==> src/lfu_pkg.sv <==
// Shared constants, types and state codes for the LFU cache core.
`timescale 1ns / 1ps
`default_nettype none
package lfu_pkg;

    // Storage geometry
    localparam int ENTRIES    = 16;
    localparam int SLOTS      = ENTRIES + 1;          // one spare slot for the appended entry
    localparam int SLOT_AW    = $clog2(SLOTS);        // index into the slot arrays
    localparam int CNT_W      = $clog2(SLOTS + 1);    // holds a fill count up to SLOTS

    // Field widths
    localparam int KEY_BITS   = 64;
    localparam int VALUE_BITS = 32;
    localparam int USE_BITS   = 32;
    localparam int OCC_W      = 5;
    localparam int LIMIT_W    = 5;

    localparam logic [USE_BITS-1:0] USE_MAX    = '1;
    localparam logic [LIMIT_W-1:0]  LIMIT_INIT = LIMIT_W'(16);

    // Command codes
    localparam logic CMD_LOOKUP = 1'b0;
    localparam logic CMD_INSERT = 1'b1;

    typedef enum logic [2:0] {
        ST_IDLE,
        ST_START,
        ST_LOOKUP,
        ST_APPEND,
        ST_CHECK,
        ST_MIN_SCAN,
        ST_SHIFT,
        ST_FINISH
    } lfu_state_t;

    // Controller to datapath
    typedef struct packed {
        logic latch;      // capture the accepted item, clear result
        logic look_step;  // advance the lookup index
        logic look_hit;   // record hit, bump the use count
        logic append;     // write the new entry at the fill count
        logic min_clear;  // start the minimum scan at entry 0
        logic min_step;   // compare one count against the running minimum
        logic shift;      // drop the minimum entry, close the gap
        logic out_load;   // move the result into the output register
    } lfu_cmd_t;

    // Datapath to controller
    typedef struct packed {
        logic is_insert;
        logic scan_end;
        logic key_eq;
        logic over;
        logic out_free;
    } lfu_sts_t;

endpackage
`default_nettype wire

==> src/lfu_ctrl.sv <==
// Sequencer for lookup scan, append, minimum scan and compaction.
`timescale 1ns / 1ps
`default_nettype none
module lfu_ctrl
    import lfu_pkg::*;
(
    input  wire logic     clk,
    input  wire logic     rst_n,
    input  wire logic     in_valid,
    output logic          in_ready,
    input  wire lfu_sts_t sts,
    output lfu_cmd_t      cmd,
    output lfu_state_t    state
);

    lfu_state_t state_reg;
    lfu_state_t state_next;

    assign state = state_reg;

    // Hold the current state
    always_ff @(posedge clk or negedge rst_n)
    begin
        if (!rst_n)
        begin
            state_reg <= ST_IDLE;
        end
        else
        begin
            state_reg <= state_next;
        end
    end

    // Pick the next state
    always_comb
    begin
        state_next = state_reg;
        case (state_reg)
            ST_IDLE:
            begin
                if (in_valid)
                begin
                    state_next = ST_START;
                end
            end
            ST_START:
            begin
                state_next = sts.is_insert ? ST_APPEND : ST_LOOKUP;
            end
            ST_LOOKUP:
            begin
                if (sts.scan_end || sts.key_eq)
                begin
                    state_next = ST_FINISH;
                end
            end
            ST_APPEND:
            begin
                state_next = ST_CHECK;
            end
            ST_CHECK:
            begin
                state_next = sts.over ? ST_MIN_SCAN : ST_FINISH;
            end
            ST_MIN_SCAN:
            begin
                if (sts.scan_end)
                begin
                    state_next = ST_SHIFT;
                end
            end
            ST_SHIFT:
            begin
                state_next = ST_CHECK;
            end
            ST_FINISH:
            begin
                if (sts.out_free)
                begin
                    state_next = ST_IDLE;
                end
            end
            default:
            begin
                state_next = ST_IDLE;
            end
        endcase
    end

    // Drive datapath commands
    always_comb
    begin
        cmd      = '0;
        in_ready = 1'b0;
        case (state_reg)
            ST_IDLE:
            begin
                in_ready  = 1'b1;
                cmd.latch = in_valid;
            end
            ST_LOOKUP:
            begin
                if (!sts.scan_end)
                begin
                    if (sts.key_eq)
                    begin
                        cmd.look_hit = 1'b1;
                    end
                    else
                    begin
                        cmd.look_step = 1'b1;
                    end
                end
            end
            ST_APPEND:
            begin
                cmd.append = 1'b1;
            end
            ST_CHECK:
            begin
                cmd.min_clear = sts.over;
            end
            ST_MIN_SCAN:
            begin
                cmd.min_step = !sts.scan_end;
            end
            ST_SHIFT:
            begin
                cmd.shift = 1'b1;
            end
            ST_FINISH:
            begin
                cmd.out_load = sts.out_free;
            end
            default:
            begin
                cmd = '0;
            end
        endcase
    end

endmodule
`default_nettype wire

==> config.mk <==
export PLATFORM = sky130hd
export DESIGN_NAME = lfu_ctrl
export DESIGN_NICKNAME = d
export VERILOG_FILES = /design/src/lfu_pkg.sv /design/src/lfu_ctrl.sv
export SDC_FILE = /design/constraint.sdc
export NUM_CORES = 1
export LEC_CHECK = 0
export BUFFER_PORTS_ARGS = -buffer_cell sky130_fd_sc_hd__buf_2
export CAP_MARGIN = 20
export CORE_AREA = 4 4 41 43
export DETAILED_ROUTE_END_ITERATION = 16
export DIE_AREA = 0 0 45 47
export GPL_TIMING_DRIVEN = 0
export PLACE_DENSITY = 0.54
export SYNTH_ARGS = -nofsm -noshare
export SYNTH_HDL_FRONTEND = slang
export SYNTH_SLANG_ARGS = --single-unit
export TNS_END_PERCENT = 100
==> constraint.sdc <==
create_clock -name clk -period 2.3 [get_ports clk]
set_input_delay 0.23 -clock clk [delete_from_list [all_inputs] [get_ports clk]]
set_output_delay 0.23 -clock clk [all_outputs]
set_load 0.01 [all_outputs]
==> impl_metrics.py <==
metrics = {
    "clocking": {
        "clk_latency_ps": 230,
        "root_buffer": "clkbuf_4",
        "clk_pin_slew_ps": 40,
        "htree_levels": 1,
        "cts_tree": "built",
        "cts_made_buffers": 3,
        "clock-sinks": 3,
        "cts_max_path_buffers": 2,
        "cts.repair.resized": 0,
    },
    "cells_and_area": {
        "layout.nets": 70,
        "area.sequential_sq_um": 75.1,
        "finalInstanceArea_sq_um": 425,
        "syn_to_final_growth_pct": 54.5,
        "fill_cells": 169,
        "final_cells": 76,
        "largest_reg_flops": 3,
        "diodes": 0,
        "multi_input_area_sq_um": 173,
        "drive_above_1_share_pct": 45.9,
    },
    "synthesis": {
        "async_flop_share_pct": 100,
        "syn_area_sq_um": 275,
        "synth_top_area_cell": "dfrtp_1",
        "synth_edf_count": 0,
        "ys_warn_count": 0,
        "synth_nets": 45,
        "ys.flop_type": "dfrtp_1",
        "synth_area_leaders": "dfrtp_1 (27%), nor2_1 (11%), buf_6 (8.2%)",
        "synthDominantCellAreaShare_pct": 27.3,
        "synth.avg_cell_area_sq_um": 7.44,
        "ys_types": 19,
        "ys_seq_elements": 3,
        "synth_cells": 37,
        "synth.top_cells.by_count": "nor2_1 (8), nand2_1 (4), nor3_1 (4)",
        "yosysSeqAreaShare_pct": 27.3,
        "yosysMostFrequentCell": "nor2_1",
    },
    "floorplan": {
        "die_y_um": 47,
        "initial_core_util_pct": 21.2,
        "fp.coreArea_sq_um": 1300,
        "fp.dieArea_sq_um": 2120,
        "io-pin-count": 20,
        "die_w_um": 45,
        "row_count": 13,
    },
    "timing": {
        "period_needed_ps": 1570,
        "slew_violations": 0,
        "max_freq_mhz": 639,
        "timing.final.hold_violations": 0,
        "slew_headroom_pct": 86.7,
        "setup_viol": 0,
        "period_share_pct": 68.1,
        "rsz0062_at_grt": "false",
        "worst_slew_pin_slew_ps": 198,
        "fin_skew_ps": 1.44,
        "fin_tns_setup_ps": 0,
    },
    "detailed_routing": {
        "ant_nets": 0,
        "maxUsedRoutingLayer": "met3",
        "num_vias": 324,
        "drt-met1-wl_um": 363,
        "viasPerCell": 4.26,
        "initialDrtViolationCount": 2,
        "drc": 0,
        "dr_wl_met3_um": 85,
        "wl_per_cell_um": 10.3,
        "met2WireLength_um": 330,
        "totalWireLength_um": 780,
        "drtPass1Iterations": 2,
    },
    "grt": {
        "grt_usage_pct": 8.85,
        "grt_pass1_vias": 338,
        "grt_max_degree": 11,
        "grt_overflow": 0,
        "grt_first_pass_wirelength_um": 1370,
        "antenna_found_initial": 0,
    },
    "placement": {
        "routabilityCongestion": 0.781,
        "portBuffers": 19,
        "dp.cells": 71,
        "dp_hpwl_um": 592,
        "postPlaceCellArea_sq_um": 389,
    },
    "job": {
        "drv_cap": 0,
    },
    "critical_path": {
        "worst_path_max_delay_cell": "dfrtp_1",
        "cp_data_required_time_ps": 2070,
        "critical_path_arrival_ps": 1340,
        "criticalPathCategory": "flip-flop to output port",
        "cp_cell_sequence": "buf_6 > nor2_1 > nand2_1 > nor3b_1 > buf_2",
        "crit_fanout": 10,
        "start_kind": "flip-flop",
        "max_stage_delay_ps": 410,
        "endpoint_kind": "output port",
    },
    "power": {
        "power_density_nw_per_um2": 1190,
        "p_leak_nw": 0.218,
        "peakVddDrop_mv": 0.341,
    },
    "worst_hold_path": {
        "hp-class": "primary input to asynchronous set/reset pin",
    },
    "outcome": {
        "status": "finished clean",
    },
}
==> final timing paths <==
| path | slack (ps) | cells past startpoint | from | endpoint |
|---|---|---|---|---|
| hold reg to reg | 680 | 3 | state[0] | state[2] |
| setup reg to reg | 1160 | 4 | state[2] | state[0] |
| setup / recovery | 730 | 5 | state[2] | cmd[5] |
| hold / removal | 330 | 2 | rst_n | state[0] |
| max in group asynchronous | 1870 | 2 | rst_n | state[1] |
| min in group clk | 350 | 4 | sts[0] | state[2] |
==> cell type report <==
type | instances | share of cell area, %
Sequential cell | 3 | 17.6
Clock buffer | 4 | 6.18
Buffer | 3 | 6.47
Multi-Input combinational cell | 31 | 40.6
Timing Repair Buffer | 20 | 24.7
Tap cell | 15 | 4.41
==> power by group <==
part,switching (mW),internal (mW)
logic,0.163,0.146
registers,0.0248,0.0782
clock network,0.0287,0.0651
==> repair_timing <==
action	in CTS	in global routing
hold buffers	1	0
setup buffers	0	0
endpoints found under the hold margin	3	0
setup endpoints to repair	0	0
==> placed cells by master, fill, tap and decap left out, drive strengths merged, types with 2 or more instances in the layout <==
cell	n
o21ai	2
dfrtp	3
and2	2
o22a	2
nor3	4
clkbuf	4
nor2	8
buf	22
nand2	5
==> layer usage <==
layer / track usage [%] / vias up
li1: - / 175
met1: 11.4 / 133
met2: 12.7 / 16
met3: 5.36 / 0
met4: 1.75 / 0
met5: 0 / -
==> stage by stage <==
step | hold WS [ps] | utilization [%] | setup WS, ps | power, mW
after floorplan | -65.6 | - | 951 | 0.321
after global placement | 25.0 | 29.9 | 983 | 0.417
after detailed placement | 27.0 | 29.9 | 978 | 0.417
after CTS | 313 | 32.7 | 710 | 0.518
after global routing | 327 | 32.7 | 593 | 0.571
final | 328 | 32.7 | 734 | 0.506
==> cell families (layout without fill, tap and decap cells) <==
family,Yosys count,in the layout,synth area share [%]
AO/OA/AOI/OAI,7,7,18.2
buffers and inverters,3,27,10.0
flip-flops,3,3,27.3
AND/OR/NAND/NOR,24,24,44.5
==> critical path: cells and delay by family (launching register included) <==
kind | cells | cell delay (ps)
flip-flops | 1 | 410
AND/OR/NAND/NOR | 3 | 380
buffers and inverters | 2 | 310
Power figures use the tool's default switching activity.
